**src/design/swcs_pkg.sv**
```systemverilog
// Shared types, codes and constants of the stop-and-wait chunk sender.
`timescale 1ns / 1ps
package swcs_pkg;

  localparam int unsigned CHUNK_BYTES_DEF = 64;
  localparam int unsigned LEN_W           = 23;
  localparam int unsigned TICKS_W         = 16;
  localparam int unsigned RETRY_W         = 8;
  localparam int unsigned OP_W            = 3;
  localparam int unsigned CMD_W           = 3;
  localparam int unsigned IDX_W           = 16;
  localparam int unsigned CLEN_W          = 7;
  localparam int unsigned REASON_W        = 2;
  localparam int unsigned CFG_IDX_W       = 2;

  localparam int unsigned CHUNK_W         = 17;
  localparam int unsigned MAX_CHUNKS      = 65536;
  localparam int unsigned WAIT_W          = 17;
  localparam int unsigned RETRIES_W       = 9;

  localparam logic [LEN_W-1:0]   FILE_LENGTH_RST = '0;
  localparam logic [TICKS_W-1:0] TIMEOUT_RST     = 16'd2000;
  localparam logic [RETRY_W-1:0] RETRY_RST       = 8'd10;

  typedef enum logic [CFG_IDX_W-1:0] {
    CFG_FILE_LENGTH = 2'd0,
    CFG_ACK_TIMEOUT = 2'd1,
    CFG_RETRY_LIMIT = 2'd2
  } cfg_idx_t;

  localparam logic [OP_W-1:0] OP_TICK      = 3'd0;
  localparam logic [OP_W-1:0] OP_START     = 3'd1;
  localparam logic [OP_W-1:0] OP_HDR_ACK   = 3'd2;
  localparam logic [OP_W-1:0] OP_CHUNK_ACK = 3'd3;

  localparam logic [CMD_W-1:0] CMD_NONE   = 3'd0;
  localparam logic [CMD_W-1:0] CMD_HEADER = 3'd1;
  localparam logic [CMD_W-1:0] CMD_CHUNK  = 3'd2;
  localparam logic [CMD_W-1:0] CMD_DONE   = 3'd3;
  localparam logic [CMD_W-1:0] CMD_ABORT  = 3'd4;

  localparam logic [REASON_W-1:0] RSN_NONE     = 2'd0;
  localparam logic [REASON_W-1:0] RSN_SIZE     = 2'd1;
  localparam logic [REASON_W-1:0] RSN_HDR_RTRY = 2'd2;
  localparam logic [REASON_W-1:0] RSN_CHK_RTRY = 2'd3;

  typedef struct packed {
    logic [LEN_W-1:0]   file_length;
    logic [TICKS_W-1:0] ack_timeout_ticks;
    logic [RETRY_W-1:0] retry_limit;
  } cfg_t;

  typedef struct packed {
    logic [OP_W-1:0]  operation;
    logic [LEN_W-1:0] ack_value;
  } req_t;

  typedef struct packed {
    logic [CMD_W-1:0]    command;
    logic [IDX_W-1:0]    chunk_index;
    logic [CLEN_W-1:0]   chunk_length;
    logic [REASON_W-1:0] abort_reason;
    logic                busy_res;
  } res_t;

endpackage

```
**src/design/stop_and_wait_chunk_sender_core.sv**
```systemverilog
// Top level of the stop-and-wait chunk sender: request and result registers.
//
// Usage: requests enter on the in_ stream; in_tuser carries the operation
// (tick, start, header ack, chunk ack, other) and in_tdata the ack value.
// Every request yields exactly one result on the out_ stream; out_tuser
// carries the command (none, header, chunk, done, abort) and out_tdata the
// chunk index, chunk length, abort reason and busy flag.
// Flow: an accepted request is held in the request register, decoded by the
// state machine once the result register is free, and shown on out_ from there.
// Throughput: one request per cycle while out_tready stays high; the
// request register fills while a result waits, so in_tready drops only
// when both stages hold data.
// Configuration: cfg_we writes file length (index 0), ack timeout in ticks
// (index 1) or retry limit (index 2) at the clock edge; write only while idle.
// Reset: synchronous, active low; the sender goes idle, both stages empty,
// registers take their defaults (length 0, timeout 2000, retries 10).
// Stall: while out_tready is low the result holds and one more request may
// be taken; further requests wait at in_tready low.
`timescale 1ns / 1ps
module stop_and_wait_chunk_sender_core #(
  parameter int unsigned CHUNK_BYTES = swcs_pkg::CHUNK_BYTES_DEF
) (
  input  logic                           clk,
  input  logic                           rst_n,
  input  logic                           in_tvalid,
  output logic                           in_tready,
  input  logic [23:0]                    in_tdata,  // [22:0] ack_value
  input  logic [swcs_pkg::OP_W-1:0]      in_tuser,  // [2:0] operation
  output logic                           out_tvalid,
  input  logic                           out_tready,
  // [15:0] chunk_index, [22:16] chunk_length, [24:23] abort_reason, [25] busy_res
  output logic [31:0]                    out_tdata,
  output logic [swcs_pkg::CMD_W-1:0]     out_tuser, // [2:0] command
  input  logic                           cfg_we,
  input  logic [swcs_pkg::CFG_IDX_W-1:0] cfg_index,
  input  logic [swcs_pkg::LEN_W-1:0]     cfg_wdata
);
  import swcs_pkg::*;

  cfg_t cfg;
  req_t req_r;
  res_t res;
  res_t res_r;
  logic req_valid_r;
  logic out_valid_r;
  logic out_free;
  logic step;
  logic in_fire;

  assign out_free  = !out_valid_r || out_tready;
  assign step      = req_valid_r && out_free;
  assign in_tready = !req_valid_r || out_free;
  assign in_fire   = in_tvalid && in_tready;

  swcs_cfg_regs u_cfg (
    .clk       (clk),
    .rst_n     (rst_n),
    .cfg_we    (cfg_we),
    .cfg_index (cfg_index),
    .cfg_wdata (cfg_wdata),
    .cfg       (cfg)
  );

  swcs_engine #(
    .CHUNK_BYTES (CHUNK_BYTES)
  ) u_engine (
    .clk   (clk),
    .rst_n (rst_n),
    .step  (step),
    .req   (req_r),
    .cfg   (cfg),
    .res   (res)
  );

  always_ff @(posedge clk) begin
    if (!rst_n) begin
      req_valid_r <= 1'b0;
      out_valid_r <= 1'b0;
    end else begin
      if (in_fire) begin
        req_valid_r <= 1'b1;
      end else if (step) begin
        req_valid_r <= 1'b0;
      end
      if (step) begin
        out_valid_r <= 1'b1;
      end else if (out_tready) begin
        out_valid_r <= 1'b0;
      end
    end
  end

  always_ff @(posedge clk) begin
    if (in_fire) begin
      req_r.operation <= in_tuser;
      req_r.ack_value <= in_tdata[LEN_W-1:0];
    end
    if (step) begin
      res_r <= res;
    end
  end

  assign out_tvalid = out_valid_r;
  assign out_tuser  = res_r.command;
  assign out_tdata  = {6'b0, res_r.busy_res, res_r.abort_reason,
                       res_r.chunk_length, res_r.chunk_index};

endmodule

```
**src/design/swcs_cfg_regs.sv**
```systemverilog
// Configuration register bank of the stop-and-wait chunk sender.
`timescale 1ns / 1ps
module swcs_cfg_regs (
  input  logic                           clk,
  input  logic                           rst_n,
  input  logic                           cfg_we,
  input  logic [swcs_pkg::CFG_IDX_W-1:0] cfg_index,
  input  logic [swcs_pkg::LEN_W-1:0]     cfg_wdata,
  output swcs_pkg::cfg_t                 cfg
);
  import swcs_pkg::*;

  cfg_t cfg_r;

  always_ff @(posedge clk) begin
    if (!rst_n) begin
      cfg_r.file_length       <= FILE_LENGTH_RST;
      cfg_r.ack_timeout_ticks <= TIMEOUT_RST;
      cfg_r.retry_limit       <= RETRY_RST;
    end else if (cfg_we) begin
      unique case (cfg_index)
        CFG_FILE_LENGTH: cfg_r.file_length       <= cfg_wdata;
        CFG_ACK_TIMEOUT: cfg_r.ack_timeout_ticks <= cfg_wdata[TICKS_W-1:0];
        CFG_RETRY_LIMIT: cfg_r.retry_limit       <= cfg_wdata[RETRY_W-1:0];
        default: ;
      endcase
    end
  end

  assign cfg = cfg_r;

endmodule

```
**src/design/swcs_engine.sv**
```systemverilog
// Sender state machine: per-request state update and result decode.
`timescale 1ns / 1ps
module swcs_engine #(
  parameter int unsigned CHUNK_BYTES = swcs_pkg::CHUNK_BYTES_DEF
) (
  input  logic           clk,
  input  logic           rst_n,
  input  logic           step,
  input  swcs_pkg::req_t req,
  input  swcs_pkg::cfg_t cfg,
  output swcs_pkg::res_t res
);
  import swcs_pkg::*;

  localparam int unsigned START_W = $clog2(MAX_CHUNKS * CHUNK_BYTES + 1);
  localparam int unsigned CMP_W   = (START_W > LEN_W) ? START_W : LEN_W;
  localparam logic [WAIT_W-1:0] WAIT_MAX = '1;

  typedef enum logic [1:0] {
    PH_IDLE        = 2'd0,
    PH_WAIT_HEADER = 2'd1,
    PH_WAIT_CHUNK  = 2'd2
  } phase_t;

  phase_t               phase_r, phase_nxt;
  logic [CHUNK_W-1:0]   cur_r, cur_nxt;
  logic [START_W-1:0]   start_r, start_nxt;
  logic [WAIT_W-1:0]    wait_r, wait_nxt;
  logic [RETRIES_W-1:0] retries_r, retries_nxt;

  logic [CHUNK_W-1:0]   cand_chunk;
  logic [START_W-1:0]   cand_start;
  logic                 cand_more;
  logic [CLEN_W-1:0]    cand_len;
  logic [CLEN_W-1:0]    cur_len;
  logic [WAIT_W-1:0]    wait_inc;
  logic [RETRIES_W-1:0] retries_inc;
  logic                 timeout;
  logic                 retry_ok;

  function automatic logic [CLEN_W-1:0] chunk_len(input logic [LEN_W-1:0] flen,
                                                  input logic [START_W-1:0] start);
    logic [CMP_W-1:0] fl;
    logic [CMP_W-1:0] st;
    logic [CMP_W-1:0] rest;
    fl   = CMP_W'(flen);
    st   = CMP_W'(start);
    rest = (fl > st) ? (fl - st) : '0;
    if (rest < CMP_W'(CHUNK_BYTES)) begin
      chunk_len = CLEN_W'(rest);
    end else begin
      chunk_len = CLEN_W'(CHUNK_BYTES);
    end
  endfunction

  always_comb begin
    if (req.operation == OP_HDR_ACK) begin
      cand_chunk = '0;
      cand_start = '0;
    end else begin
      cand_chunk = cur_r + CHUNK_W'(1);
      cand_start = start_r + START_W'(CHUNK_BYTES);
    end
    cand_more   = (cand_chunk < CHUNK_W'(MAX_CHUNKS)) &&
                  (CMP_W'(cfg.file_length) > CMP_W'(cand_start));
    cand_len    = chunk_len(cfg.file_length, cand_start);
    cur_len     = chunk_len(cfg.file_length, start_r);
    wait_inc    = (wait_r == WAIT_MAX) ? wait_r : wait_r + WAIT_W'(1);
    timeout     = wait_inc > WAIT_W'(cfg.ack_timeout_ticks);
    retries_inc = retries_r + RETRIES_W'(1);
    retry_ok    = retries_inc <= RETRIES_W'(cfg.retry_limit);
  end

  always_comb begin
    phase_nxt   = phase_r;
    cur_nxt     = cur_r;
    start_nxt   = start_r;
    wait_nxt    = wait_r;
    retries_nxt = retries_r;
    res         = '0;
    res.command = CMD_NONE;

    case (req.operation) inside
      OP_TICK: begin
        if (phase_r != PH_IDLE) begin
          wait_nxt = wait_inc;
          if (timeout) begin
            retries_nxt = retries_inc;
            if (retry_ok) begin
              wait_nxt = '0;
              if (phase_r == PH_WAIT_HEADER) begin
                res.command = CMD_HEADER;
              end else begin
                res.command      = CMD_CHUNK;
                res.chunk_index  = IDX_W'(cur_r);
                res.chunk_length = cur_len;
              end
            end else begin
              res.command      = CMD_ABORT;
              res.abort_reason = (phase_r == PH_WAIT_HEADER) ? RSN_HDR_RTRY : RSN_CHK_RTRY;
              phase_nxt        = PH_IDLE;
            end
          end
        end
      end
      OP_START: begin
        if (phase_r == PH_IDLE) begin
          phase_nxt   = PH_WAIT_HEADER;
          cur_nxt     = '0;
          start_nxt   = '0;
          wait_nxt    = '0;
          retries_nxt = '0;
          res.command = CMD_HEADER;
        end
      end
      OP_HDR_ACK, OP_CHUNK_ACK: begin
        if (((req.operation == OP_HDR_ACK) && (phase_r == PH_WAIT_HEADER) &&
             (req.ack_value == cfg.file_length)) ||
            ((req.operation == OP_CHUNK_ACK) && (phase_r == PH_WAIT_CHUNK) &&
             (req.ack_value == LEN_W'(cur_r)))) begin
          cur_nxt     = cand_chunk;
          start_nxt   = cand_start;
          wait_nxt    = '0;
          retries_nxt = '0;
          if (cand_more) begin
            phase_nxt        = PH_WAIT_CHUNK;
            res.command      = CMD_CHUNK;
            res.chunk_index  = IDX_W'(cand_chunk);
            res.chunk_length = cand_len;
          end else begin
            phase_nxt   = PH_IDLE;
            res.command = CMD_DONE;
          end
        end else if ((req.operation == OP_HDR_ACK) && (phase_r == PH_WAIT_HEADER)) begin
          res.command      = CMD_ABORT;
          res.abort_reason = RSN_SIZE;
          phase_nxt        = PH_IDLE;
        end
      end
      default: ;
    endcase

    res.busy_res = (phase_nxt != PH_IDLE);
  end

  always_ff @(posedge clk) begin
    if (!rst_n) begin
      phase_r   <= PH_IDLE;
      cur_r     <= '0;
      start_r   <= '0;
      wait_r    <= '0;
      retries_r <= '0;
    end else if (step) begin
      phase_r   <= phase_nxt;
      cur_r     <= cur_nxt;
      start_r   <= start_nxt;
      wait_r    <= wait_nxt;
      retries_r <= retries_nxt;
    end
  end

endmodule

```
**config.mk**
```make
export PLATFORM = sky130hd
export DESIGN_NAME = stop_and_wait_chunk_sender_core
export DESIGN_NICKNAME = d
export VERILOG_FILES = /design/src/design/swcs_pkg.sv /design/src/design/stop_and_wait_chunk_sender_core.sv /design/src/design/swcs_cfg_regs.sv /design/src/design/swcs_engine.sv
export SDC_FILE = /design/constraint.sdc
export NUM_CORES = 1
export LEC_CHECK = 0
export BUFFER_PORTS_ARGS = -buffer_cell sky130_fd_sc_hd__buf_2
export CAP_MARGIN = 25
export CORE_MARGIN = 2
export CORE_UTILIZATION = 39
export DETAILED_ROUTE_END_ITERATION = 6
export SYNTH_ARGS = -nofsm -noshare
export SYNTH_HDL_FRONTEND = slang
export SYNTH_SLANG_ARGS = --single-unit
```
**constraint.sdc**
```tcl
create_clock -name clk -period 10.9 [get_ports clk]
set_input_delay 0.545 -clock clk [delete_from_list [all_inputs] [get_ports clk]]
set_output_delay 0.545 -clock clk [all_outputs]
set_load 0.005 [all_outputs]
```
---- Word-level counts from Yosys, hierarchy flattened ----
Index checks and enable logic that the tools add are counted.
Widths: inputs -> output; s select.
storage, ports and cells
  input bits .............................. 57
  register bits ........................... 172
  output and inout bits ................... 37
  logic and storage cells ................. 140
cells by class
  bitwise operators ....................... 1
  add/subtract/negate cells ............... 6
  equality and inequality tests ........... 14
  multiplexer cells ....................... 65
  reductions and logical operators ........ 30
  order comparisons ....................... 7
operators by type and width
  operator               count
  $mux 23                11
  $mux 17                13
  $mux 25                3
  $mux 9                 7
  $mux 28                2
  $gt 23x23->1           2
  $lt 23x7->1 const B    2
  $sub 23x23->23         2
  $add 17x1->17 const B  2
  $mux 2                 13
  $add 23x7->23 const B  1
  $eq 23x17->1           1
  $eq 23x23->1           1
  $mux 3                 6
  $eq 17x17->1 const B   1
  $gt 17x16->1           1
  $lt 17x17->1 const B   1
  $mux 7                 2
  $reduce_bool 2->1      6
  $reduce_and 5->1       2
  $add 9x1->9 const B    1
  $le 9x8->1             1
  $mux 1                 8
  $logic_and 1x1->1      7
  other kinds (16)       27

---- Depth between registers and ports, before layout ----
Gate-level depths: netlist (run 1).
  word-level depth ........................ 11
  mapped depth ............................ 19
  depth with buffers taken out ............ 18

---- By module ----
Synthesis (run 1) repeated with hierarchy kept, for this count alone.
unflattened totals
  cells, all modules ...................... 1,450
  area total of the unflattened synthesis .. 11,896.4 um2
modules (own cells, without submodules)
  module                           area each (um2)  cells an instance  instances
  swcs_engine                      8,230.4          1,187              1
  swcs_cfg_regs                    1,861.8          192                1
  stop_and_wait_chunk_sender_core  1,804.2          71                 1

---- Least setup slack after synthesis (run 1) ----
OpenSTA, ideal clock, no wires.
  path kind ............................... register to register
  from .................................... register u_engine.wait_r[6]
  to ...................................... register res_r, in the netlist out_tdata[21], data pin
  arrival ................................. 4,731 ps
  required time ........................... 10,767 ps
  path slack .............................. 6,036 ps
  period minus slack after synthesis ...... 4,864 ps
  setup time .............................. 133 ps
  stages on the path, launching flop included .. 18
  cells stage by stage .................... dfxtp_1 > clkbuf_2 > nand4_1 > nor3_2 > nand3_1 > and4_1 > and2_1 > and4_1 > xor2_1 > ha_1 > nand2_1 > or4_1 > o221ai_1 > o211ai_1 > nor2_2 > or4b_2 > nor4_2 > a22o_1
RTL lines
  item                    line                                   RTL
  start, declared         swcs_engine.sv:28                      logic [WAIT_W-1:0] wait_r, wait_nxt;
  start signal, assigned  swcs_engine.sv:157                     wait_r <= wait_nxt;
  end signal, assigned    stop_and_wait_chunk_sender_core.sv:99  res_r <= res;
  end, declared           stop_and_wait_chunk_sender_core.sv:43  res_t res_r;

==> flow_summary.yaml, run 1 <==
worst_setup_path:
  worstSetupEndpointType: "register"
  cp_max_fo: 17
  cp.required_ps: 11200
  cp_common_cell: "and4_1"
  r2r_cells: 17
  worstPathCellList: "nand4_1 -> nor3_2 -> nand3_1 -> and4_1 -> and2_1 -> and4_1 -> xor2_1 -> ha_1 -> nand2_1 -> or4_1 -> o221ai_1 -> o211ai_1 -> buf_4 -> nor2_2 -> or4b_2 -> nor4_2 -> a22o_1"
  crit_slowest_cell: "nor4_2"
  cp.arrival_ps: 6680
  critical-path-max-stage-delay_ps: 690
  start_kind: "register"
  crit_type: "register to register"
grt:
  antenna_found_initial: 0
  globalRouteOverflowTotal: 0
  grt_pass1_vias: 9588
  grt_usage_pct: 21.7
  grt_max_degree: 73
  grt_pass1_wl_um: 53200
layout:
  multi_input_area_um2: 7250
  layout_common_cells: "178 x nand2_1, 117 x dfxtp_1, 86 x xnor2_1, 86 x buf_2, 80 x a21oi_1"
  layout_commonest_cell: "nand2_1"
  syn2layout_area_growth_pct: 10.8
  antenna_cells: 0
  nNetsFinal: 1587
  regArea_um2: 3990
  drive_gt1_share_pct: 10.3
  fill_cells: 2936
pwr:
  comb_power_share_pct: 14.7
  p_seq_share_pct: 44.9
  p_leak_nw: 5.22
  p_total_mw: 1.55
  powerDensity_nw_per_um2: 119
  clkPwrFrac_pct: 40.4
  p_sw_share_pct: 29.0
  internal-power_mw: 1.10
  ir_worst_vdd_v: 0.0000954
  switching_power_uw: 450
placement:
  globalplace.congestion: 0.901
  io_buffers: 86
  dp_hpwl_um: 25500
  post-place-ws_ps: 4570
status:
  outcome: "completed"
clocking:
  postCtsHoldBufs: 0
  clkTransAtPathRegs_ps: 80
  cts_buffers: 17
  cts_tree: "built"
  postCtsSetupBuffers: 0
  cts.sinks: 172
  htree_levels: 4
  cts_resized: 0
  clock_path_buffers: 2
  cts-root-buf: "clkbuf_16"
  clock_latency_ps: 440
die:
  die_y_um: 178
  fp-row-count: 63
  fp.dieArea_um2: 31700
  initial_utilization_pct: 39.8
  io-pin-count: 94
  core_area_um2: 29700
  chipWidth_um: 178
drt:
  vias_per_cell: 5.57
  wl_per_cell_um: 18.3
  drt_iter0_markers: 828
  antenna_left: 0
  via_count: 10300
  first_pass_iters: 5
  finalWirelength_um: 34000
  route.detailed.drc: 0
timing:
  rsz0062_at_grt: "false"
  period_needed_ps: 6370
  finalHoldViolations: 0
  worstMarginPinSlew_ps: 918
  setup_ws_ps: 4530
  setup-tns-final_ps: 0
  post-route-period-util_pct: 58.5
  finalSetupViolCount: 0
  relSlewSlack_pct: 38.4
  fmax_mhz: 157
  drv_slew: 0
  finalClockSkew_ps: 16.1
yosys:
  synthArstFlopShare_pct: 0
  netlist.area_leader.share_pct: 19.8
  netlist_area_um2: 11800
  seq_area_frac_synth_pct: 33.8
  synthDistinctLibCells: 84
  ys_ff_latch: 172
  synth_xor_area_share_pct: 7.93
  synth_adder_area_share_pct: 8.18
  synth_area_per_cell_um2: 8.37
  synth_mux_area_share_pct: 1.64
  synth_compound_area_share_pct: 20.4
  synth_cells: 1412
  synth-simple-area-share_pct: 23.0
  synth_edf_count: 55
  yosys_warnings: 0
  synth_top_family_by_area: "simple AND/OR/NAND/NOR gates"
  synthTopCellsByArea: "dfxtp_1 20%, edfxtp_1 14%, ha_1 7.8%"
  yosysTopAreaCell: "dfxtp_1"
  synth_flop_cell: "dfxtp_1"
hold_path:
  hold_path.class: "input port to register"
  whs_path_depth: 1
run:
  max-cap-violations: 0
[synthesized netlist by cell type, drive strengths merged (12+ instances only)]
| master | n |
|---|---|
| clkbuf | 64 |
| o21a | 12 |
| edfxtp | 55 |
| buf | 13 |
| nand4 | 30 |
| nand3 | 44 |
| a21o | 32 |
| mux2i | 16 |
| xnor2 | 86 |
| xor2 | 21 |
| o211ai | 21 |
| and3 | 28 |
| ha | 74 |
| o31ai | 24 |
| nor2 | 77 |
| and2 | 28 |
| nor3 | 35 |
| inv | 68 |
| a21oi | 81 |
| nand2 | 178 |
| o21ai | 66 |
| nor2b | 40 |
| dfxtp | 117 |
| nor4 | 14 |
| a21boi | 41 |
[per-layer routing]
layer	share of wire (%)	up-vias	global-route usage, %	wire length, um
met5	0	-	0	0
met4	3.2	0	8.27	1080
met1	47	4893	30.0	16100
li1	-	5153	-	-
met3	4.1	47	3.15	1410
met2	45	255	34.3	15400
[flip-flops by register name, indices dropped and copies added, names as in the netlist]
name	cells
u_engine.cur_r	17
u_engine.wait_r	17
u_engine.retries_r	9
out_tvalid	1
u_cfg.cfg	47
req_r	26
req_valid_r	1
u_engine.start_r	23
out_tuser	3
out_tdata	26
u_engine.phase_r	2
[logic make-up after synthesis]
kind of cell,after synthesis
other cells,1
compound gates,358
buf+inv,145
xor+xnor,107
mux,19
fa+ha+maj,76
flops,172
simple gates,534
[worst max-delay path: cells and delay by family, from the launching register on]
kind	cells	cell delay (ps)
simple gates	11	4460
compound gates	3	710
flops	1	440
fa+ha+maj	1	270
buf+inv	1	190
xor+xnor	1	150
[stage by stage]
stage	utilization (%)	instance area (um^2)	hold slack (ps)	cells
4_1_cts	44.0	13100	259	1857
6_report	44.0	13100	278	1857
3_5_place_dp	42.0	12500	452	1825
5_1_grt	44.0	13100	264	1857
2_1_floorplan	-	11800	434	1417
3_3_place_gp	42.0	12500	448	1825
[final cells by class]
type / count / share of cell area, %
inverter: 68 / 1.95
tap: 390 / 3.73
clock inverter: 15 / 1.35
sequential: 172 / 30.5
clock buffer: 17 / 3.25
timing repair buffer: 95 / 3.80
multi-input combinational: 1100 / 55.4
[path summary, 6_finish.rpt]
kind / endpoint / slack, ps / startpoint
min: req_r[24] / 280 / in_tuser[1]
min reg2reg: u_engine.start_r[0] / 460 / u_engine.start_r[0]
max: out_tdata[21] / 4530 / u_engine.wait_r[6]
max reg2reg: out_tdata[21] / 4530 / u_engine.wait_r[6]
[power by group through the flow]
stage | sequential (mW) | clock [mW] | combinational, mW
6_report | 0.697 | 0.628 | 0.229
3_3_place_gp | 0.711 | 0 | 0.224
2_1_floorplan | 0.702 | 0 | 0.166
4_1_cts | 0.697 | 0.638 | 0.228
5_1_grt | 0.698 | 0.662 | 0.253
3_5_place_dp | 0.711 | 0 | 0.226
(Power assumes the default switching activity.)
==> run 2: changes to the inputs <==
--- a/config.mk
+++ b/config.mk
@@ -5,6 +5,7 @@
 export SDC_FILE = /design/constraint.sdc
 export NUM_CORES = 1
 export LEC_CHECK = 0
+export ABC_AREA = 1
 export BUFFER_PORTS_ARGS = -buffer_cell sky130_fd_sc_hd__buf_2
 export CAP_MARGIN = 25
 export CORE_MARGIN = 2
==> constraint.sdc (replaced) <==
create_clock -name clk -period 5.4 [get_ports clk]
set_input_delay 0.27 -clock clk [delete_from_list [all_inputs] [get_ports clk]]
set_output_delay 0.27 -clock clk [all_outputs]
set_load 0.005 [all_outputs]
==> run 2 against run 1 <==
Highest routed layer unchanged. Largest power group unchanged. Via count grew 23%. Sequential cell count is the same. Register-to-register slack lost 3300 ps.
==> flow_summary.yaml, run 2 <==
die:
  core_area_um2: 33400
  fp.dieArea_um2: 35300
  die_y_um: 188
  initial_utilization_pct: 39.5
  chipWidth_um: 188
  io-pin-count: 94
  fp-row-count: 67
drt:
  wl_per_cell_um: 16.3
  first_pass_iters: 5
  via_count: 12700
  antenna_left: 0
  finalWirelength_um: 40400
  drt_iter0_markers: 847
  vias_per_cell: 5.11
  route.detailed.drc: 0
yosys:
  seq_area_frac_synth_pct: 30.3
  yosysTopAreaCell: "dfxtp_1"
  synthTopCellsByArea: "dfxtp_1 18%, nand2_1 14%, edfxtp_1 13%"
  netlist.area_leader.share_pct: 17.7
  netlist_area_um2: 13200
  synthArstFlopShare_pct: 0
  synth_area_per_cell_um2: 6.86
  yosys_warnings: 0
  synthDistinctLibCells: 60
  synth_common_cells: "503 x nand2_1, 261 x inv_1, 196 x nor2_1"
  synth_most_common_cell: "nand2_1"
  synth_flop_cell: "dfxtp_1"
  synth_cells: 1924
  ys_ff_latch: 172
  synth_edf_count: 55
pwr:
  comb_power_share_pct: 25.2
  p_seq_share_pct: 40.2
  p_leak_nw: 6.95
  powerDensity_nw_per_um2: 240
  switching_power_mw: 1.26
  internal-power_mw: 2.30
  p_sw_share_pct: 35.4
  ir_worst_vdd_v: 0.000360
  clkPwrFrac_pct: 34.7
placement:
  dp_hpwl_um: 31400
  dp.cells: 2425
  globalplace.congestion: 0.975
  io_buffers: 86
  post-place-ws_ps: 1310
worst_setup_path:
  worstPathCellList: "ha_1 -> nand2_1 -> nor2_1 -> nand2_1 -> nor2_2 -> nand3_1 -> nor3_1 -> nand3_1 -> o211ai_1 -> ha_1 -> nand2_1 -> nor2_1 -> nand2_1 -> nor2_1 -> nand2_1 -> nand3_2 -> nand2_4 -> nor2_2 -> nand2_1 -> buf_4 -> inv_1 -> nand2_1 -> o22ai_2"
  ff2ff_setup_slack_ps: 1220
  crit_start: "u_engine.start_r[6]"
  cp_common_cell: "nand2_1"
  critical-path-max-stage-delay_ps: 360
  cp.buffers_inverters: 2
  cp.arrival_ps: 4480
  worstSetupEndpointType: "register"
  r2r-end: "out_tdata[13]"
  cp.required_ps: 5700
  r2r_cells: 23
  crit_type: "register to register"
  r2r_start: "u_engine.start_r[6]"
  start_kind: "register"
  crit_slowest_cell: "dfxtp_1"
  cp_max_fo: 11
  path_delay_family: "simple AND/OR/NAND/NOR gates"
clocking:
  cts_tree: "built"
  cts_resized: 0
  cts_buffers: 17
  clock_latency_ps: 460
  postCtsSetupBuffers: 0
  cts.sinks: 172
  htree_levels: 4
  clkTransAtPathRegs_ps: 80
  cts-root-buf: "clkbuf_16"
  clock_path_buffers: 2
timing:
  finalClockSkew_ps: 12.1
  setup_ws_ps: 1220
  period_needed_ps: 4180
  worstMarginPinSlew_ps: 749
  relSlewSlack_pct: 50.1
  post-route-period-util_pct: 77.5
  finalHoldViolations: 0
  finalSetupViolCount: 0
  fmax_mhz: 239
  rsz0062_at_grt: "false"
  drv_slew: 0
  setup-tns-final_ps: 0
run:
  max-cap-violations: 0
hold_path:
  hold_end: "u_cfg.cfg[40]"
  hold_path.class: "input port to register"
  min_from: "cfg_wdata[16]"
  whs_path_depth: 3
layout:
  nNetsFinal: 2156
  fin_cells: 2484
  layout_commonest_cell: "nand2_1"
  drive_gt1_share_pct: 13.7
  largest_reg_flops: 47
  syn2layout_area_growth_pct: 12.6
  layout_common_cells: "503 x nand2_1, 261 x inv_1, 196 x nor2_1"
  antenna_cells: 0
grt:
  grt_pass1_wl_um: 64300
  grt_pass1_vias: 12000
  globalRouteOverflowTotal: 0
  grt_max_degree: 47
  grt_usage_pct: 23.3
  antenna_found_initial: 0
status:
  outcome: "completed"
## run 2: cell types whose count changed after synthesis, sizes merged, moves of 40 or more
cell    change
o21ai      +45
inv       +214
nor2      +150
xnor2      -62
nor2b      -40
nand3      +75
a21boi     -41
nand2     +350
## run 2: area by class of cell
| type | instances | area [um^2] |
|---|---|---|
| fill | 3429 | 18600 |
| multi-input combinational | 1425 | 7880 |
| sequential | 172 | 3990 |
| inverter | 285 | 1080 |
| timing repair buffer | 122 | 786 |
| tap | 448 | 561 |
| clock buffer | 18 | 439 |
| clock inverter | 14 | 123 |
## run 2: worst register-to-register path, delay by kind of cell, from the launching register on
family	cells	cell delay [ps]
adder cells (fa/ha/maj)	2	470
buffers and inverters	2	530
flip-flops	1	360
AO/OA/AOI/OAI	2	410
AND/OR/NAND/NOR	17	2280
## run 2: power by group through the flow
| stage | Combinational [mW] | Clock [mW] | Sequential [mW] |
|---|---|---|---|
| floorplan | 0.656 | 0 | 1.43 |
| global placement | 0.858 | 0 | 1.46 |
| detailed placement | 0.865 | 0 | 1.46 |
| CTS | 0.885 | 1.25 | 1.43 |
| global route | 1.03 | 1.31 | 1.43 |
| finish | 0.897 | 1.24 | 1.43 |
## run 2: cells by family after synthesis
logic type | share of synthesized area [%]
simple gates | 35.4
buf+inv | 10.2
compound gates | 12.7
flops | 30.3
fa+ha+maj | 7.32
xor+xnor | 3.91
mux | 0.152
other cells | 0.0284
## run 2: worst max path at each step
stage                          endpoint  slack, ps  cells past startpoint
after floorplan            out_tdata[0]       2320                     20
after global placement    out_tdata[13]       1310                     23
after detailed placement  out_tdata[13]       1310                     22
after CTS                 out_tdata[13]       1280                     22
after global routing      out_tdata[13]        730                     23
final                     out_tdata[13]       1220                     23
## run 2: what timing repair did
action / in CTS / in global routing
hold buffers: 26 / 0
setup endpoints to repair: 0 / 0
hold endpoints to repair: 26 / 0
## run 2: metrics by stage
step                      hold WS, ps  util (%)  total power, mW  area (um^2)
after floorplan                   369         -             2.09        13200
after global placement            441      41.9             2.32        14000
after detailed placement          443      41.9             2.33        14000
after CTS                        32.5      44.3             3.57        14800
after global routing             75.4      44.4             3.77        14900
final                            47.6      44.4             3.56        14900
## run 2: metal layers
| layer | GRT usage, % | vias to the layer above | wire, um |
|---|---|---|---|
| met4 | 7.51 | 0 | 1010 |
| li1 | - | 6467 | - |
| met1 | 31.2 | 5844 | 19100 |
| met5 | 0 | - | 0 |
| met3 | 2.55 | 53 | 1710 |
| met2 | 39.1 | 339 | 18600 |
==> run 3: changes to the inputs <==
--- a/config.mk
+++ b/config.mk
@@ -5,7 +5,7 @@
 export SDC_FILE = /design/constraint.sdc
 export NUM_CORES = 1
 export LEC_CHECK = 0
-export ABC_AREA = 1
+export ABC_AREA = 0
 export BUFFER_PORTS_ARGS = -buffer_cell sky130_fd_sc_hd__buf_2
 export CAP_MARGIN = 25
 export CORE_MARGIN = 2
==> constraint.sdc (replaced) <==
create_clock -name clk -period 4.3 [get_ports clk]
set_input_delay 0.215 -clock clk [delete_from_list [all_inputs] [get_ports clk]]
set_output_delay 0.215 -clock clk [all_outputs]
set_load 0.005 [all_outputs]
==> run 3 against run 2 <==
Non-clock buffer count rose by 81. Cell area fell by 4.8%. Register-to-register slack got worse by 1100 ps. Critical path depth fell by 5. Sequential power rose by 23%. Count of clock-buffer cells in the layout fell by 1. First-iteration DRC count rose by 14%. Clock skew rose by 4.7 ps. Clock power rose by 32%. Via count fell by 14%. Hold slack got worse by 21 ps. Critical path type unchanged. Critical endpoint is now out_tdata[16].
==> flow_summary.yaml, run 3 (synthesis gave the netlist of run 1 again) <==
timing:
  finalClockSkew_ps: 16.8
  period_needed_ps: 4140
  setup_ws_ps: 158
  finalHoldViolations: 0
  post-route-period-util_pct: 96.3
  fmax_mhz: 241
  holdWs_ps: 26.9
  relSlewSlack_pct: 43.0
  finalSetupViolCount: 0
  setup-tns-final_ps: 0
  worstMarginPinSlew_ps: 855
  drv_slew: 0
clocking:
  cts_tree: "built"
  htree_levels: 4
  clock_path_buffers: 2
  clkTransAtPathRegs_ps: 70
  cts_buffers: 17
  clock_latency_ps: 440
  cts.sinks: 172
  cts-root-buf: "clkbuf_16"
layout:
  largest_reg_flops: 47
  multi_input_area_um2: 7390
  final_area_um2: 14100
  post-route-util_pct: 47.6
  antenna_cells: 0
  fin_cells: 1965
  layout_commonest_cell: "nand2_1"
  syn2layout_area_growth_pct: 19.8
  nNetsFinal: 1695
  fill_cells: 2867
  layout_common_cells: "176 x nand2_1, 113 x dfxtp_1, 87 x buf_2"
  drive_gt1_share_pct: 16.2
  regArea_um2: 4000
worst_setup_path:
  r2r-end: "out_tdata[16]"
  worstPathCellList: "ha_1 -> nand3_1 -> nor2_4 -> nand3_4 -> and4_4 -> and2_4 -> nand4_1 -> xnor2_1 -> ha_1 -> nand2_1 -> or4_4 -> o221ai_4 -> o211ai_1 -> nor2_2 -> or4b_4 -> nor4_4 -> buf_6 -> a22o_1"
  cp.required_ps: 4610
  ff2ff_setup_slack_ps: 160
  worstSetupEndpointType: "register"
  cp.arrival_ps: 4460
  cp_max_fo: 6
  cp_common_cell: "ha_1"
  r2r_cells: 18
  path_delay_family: "simple AND/OR/NAND/NOR gates"
  r2r_start: "u_engine.wait_r[0]"
  crit_cells: 18
  critPathCapture: "out_tdata[16]"
  start_kind: "register"
  crit_slowest_cell: "or4_4"
  crit_start: "u_engine.wait_r[0]"
  critical-path-max-stage-delay_ps: 560
  crit_type: "register to register"
  cp.buffers_inverters: 1
pwr:
  p_leak_nw: 5.79
  ir_worst_vdd_v: 0.000285
  p_total_mw: 4.05
  powerDensity_nw_per_um2: 286
die:
  die_y_um: 178
  core_area_um2: 29700
  io-pin-count: 94
  initial_utilization_pct: 39.8
  fp-row-count: 63
  fp.dieArea_um2: 31700
  chipWidth_um: 178
run:
  max-cap-violations: 0
drt:
  route.detailed.drc: 0
  antenna_left: 0
  drt_iter0_markers: 969
  finalWirelength_um: 36400
  vias_per_cell: 5.57
  via_count: 10900
  first_pass_iters: 5
  wl_per_cell_um: 18.5
placement:
  dp.cells: 1899
  dp_hpwl_um: 27300
  post-place-ws_ps: -40.9
  post_dp_cell_area_um2: 13100
  globalplace.congestion: 0.917
  io_buffers: 86
hold_path:
  hold_path.class: "input port to register"
  whs_path_depth: 3
grt:
  globalRouteOverflowTotal: 0
  grt_pass1_vias: 10100
  grt_usage_pct: 22.9
  grt_pass1_wl_um: 55700
  grt_max_degree: 53
  antenna_found_initial: 0
status:
  outcome: "completed"
==> run 3: cell count changes in the layout (fill, tap and decap cells not counted), sizes merged, moves of 28 or more <==
| cell | previous run | this run |
|---|---|---|
| nor2b | 0 | 40 |
| nand4 | 58 | 30 |
| nand2 | 528 | 178 |
| xnor2 | 24 | 86 |
| nand3 | 119 | 44 |
| a21oi | 119 | 81 |
| a21o | 4 | 32 |
| inv | 292 | 74 |
| o21ai | 111 | 66 |
| buf | 96 | 177 |
| a21boi | 0 | 41 |
| nor2 | 227 | 77 |
==> run 3: where the power goes <==
group	switching, mW	total, mW	internal, mW
Combinational	0.361	0.650	0.288
Clock	0.712	1.64	0.927
Sequential	0.0383	1.76	1.72
Total	1.11	4.05	2.93
==> run 3: area by class of cell <==
class | count | share of cell area, %
repair buffers | 203 | 9.95
well taps | 390 | 3.45
multi-input cells | 1100 | 52.2
flip-flops and latches | 172 | 28.3
clock inverters | 15 | 1.32
clock buffers | 17 | 3.01
inverters | 68 | 1.80
==> run 3: tightest hold or removal path: stages <==
cell and delay [ps]:
buf_2 90, nand2_1 40, o211ai_1 80
==> run 3: how the worst min path moves through the flow <==
stage	startpoint	endpoint	slack (ps)
finish	cfg_wdata[10]	u_cfg.cfg[18]	30
global route	cfg_wdata[11]	u_cfg.cfg[19]	40
global placement	in_tdata[7]	req_r[7]	390
detailed placement	in_tdata[10]	req_r[10]	390
CTS	cfg_wdata[8]	u_cfg.cfg[16]	10
floorplan	in_tdata[0]	req_r[0]	310
==> run 3: repair_timing <==
| item | in CTS | in global routing |
|---|---|---|
| setup buffers | 0 | 7 |
| pin swaps | 0 | 12 |
| gates resized for setup | 1 | 21 |
| endpoints found under the setup margin | 1 | 43 |
| hold buffers | 26 | 0 |
| hold endpoints to repair | 26 | 0 |
| gates cloned | 0 | 1 |
==> run 3: metal layers <==
metal / GRT usage, % / vias up / part of all wire (%)
met5: 0 / - / 0
met4: 9.05 / 0 / 3.6
met3: 3.67 / 70 / 4.5
met2: 36.9 / 327 / 47
met1: 30.6 / 5178 / 45
li1: - / 5366 / -
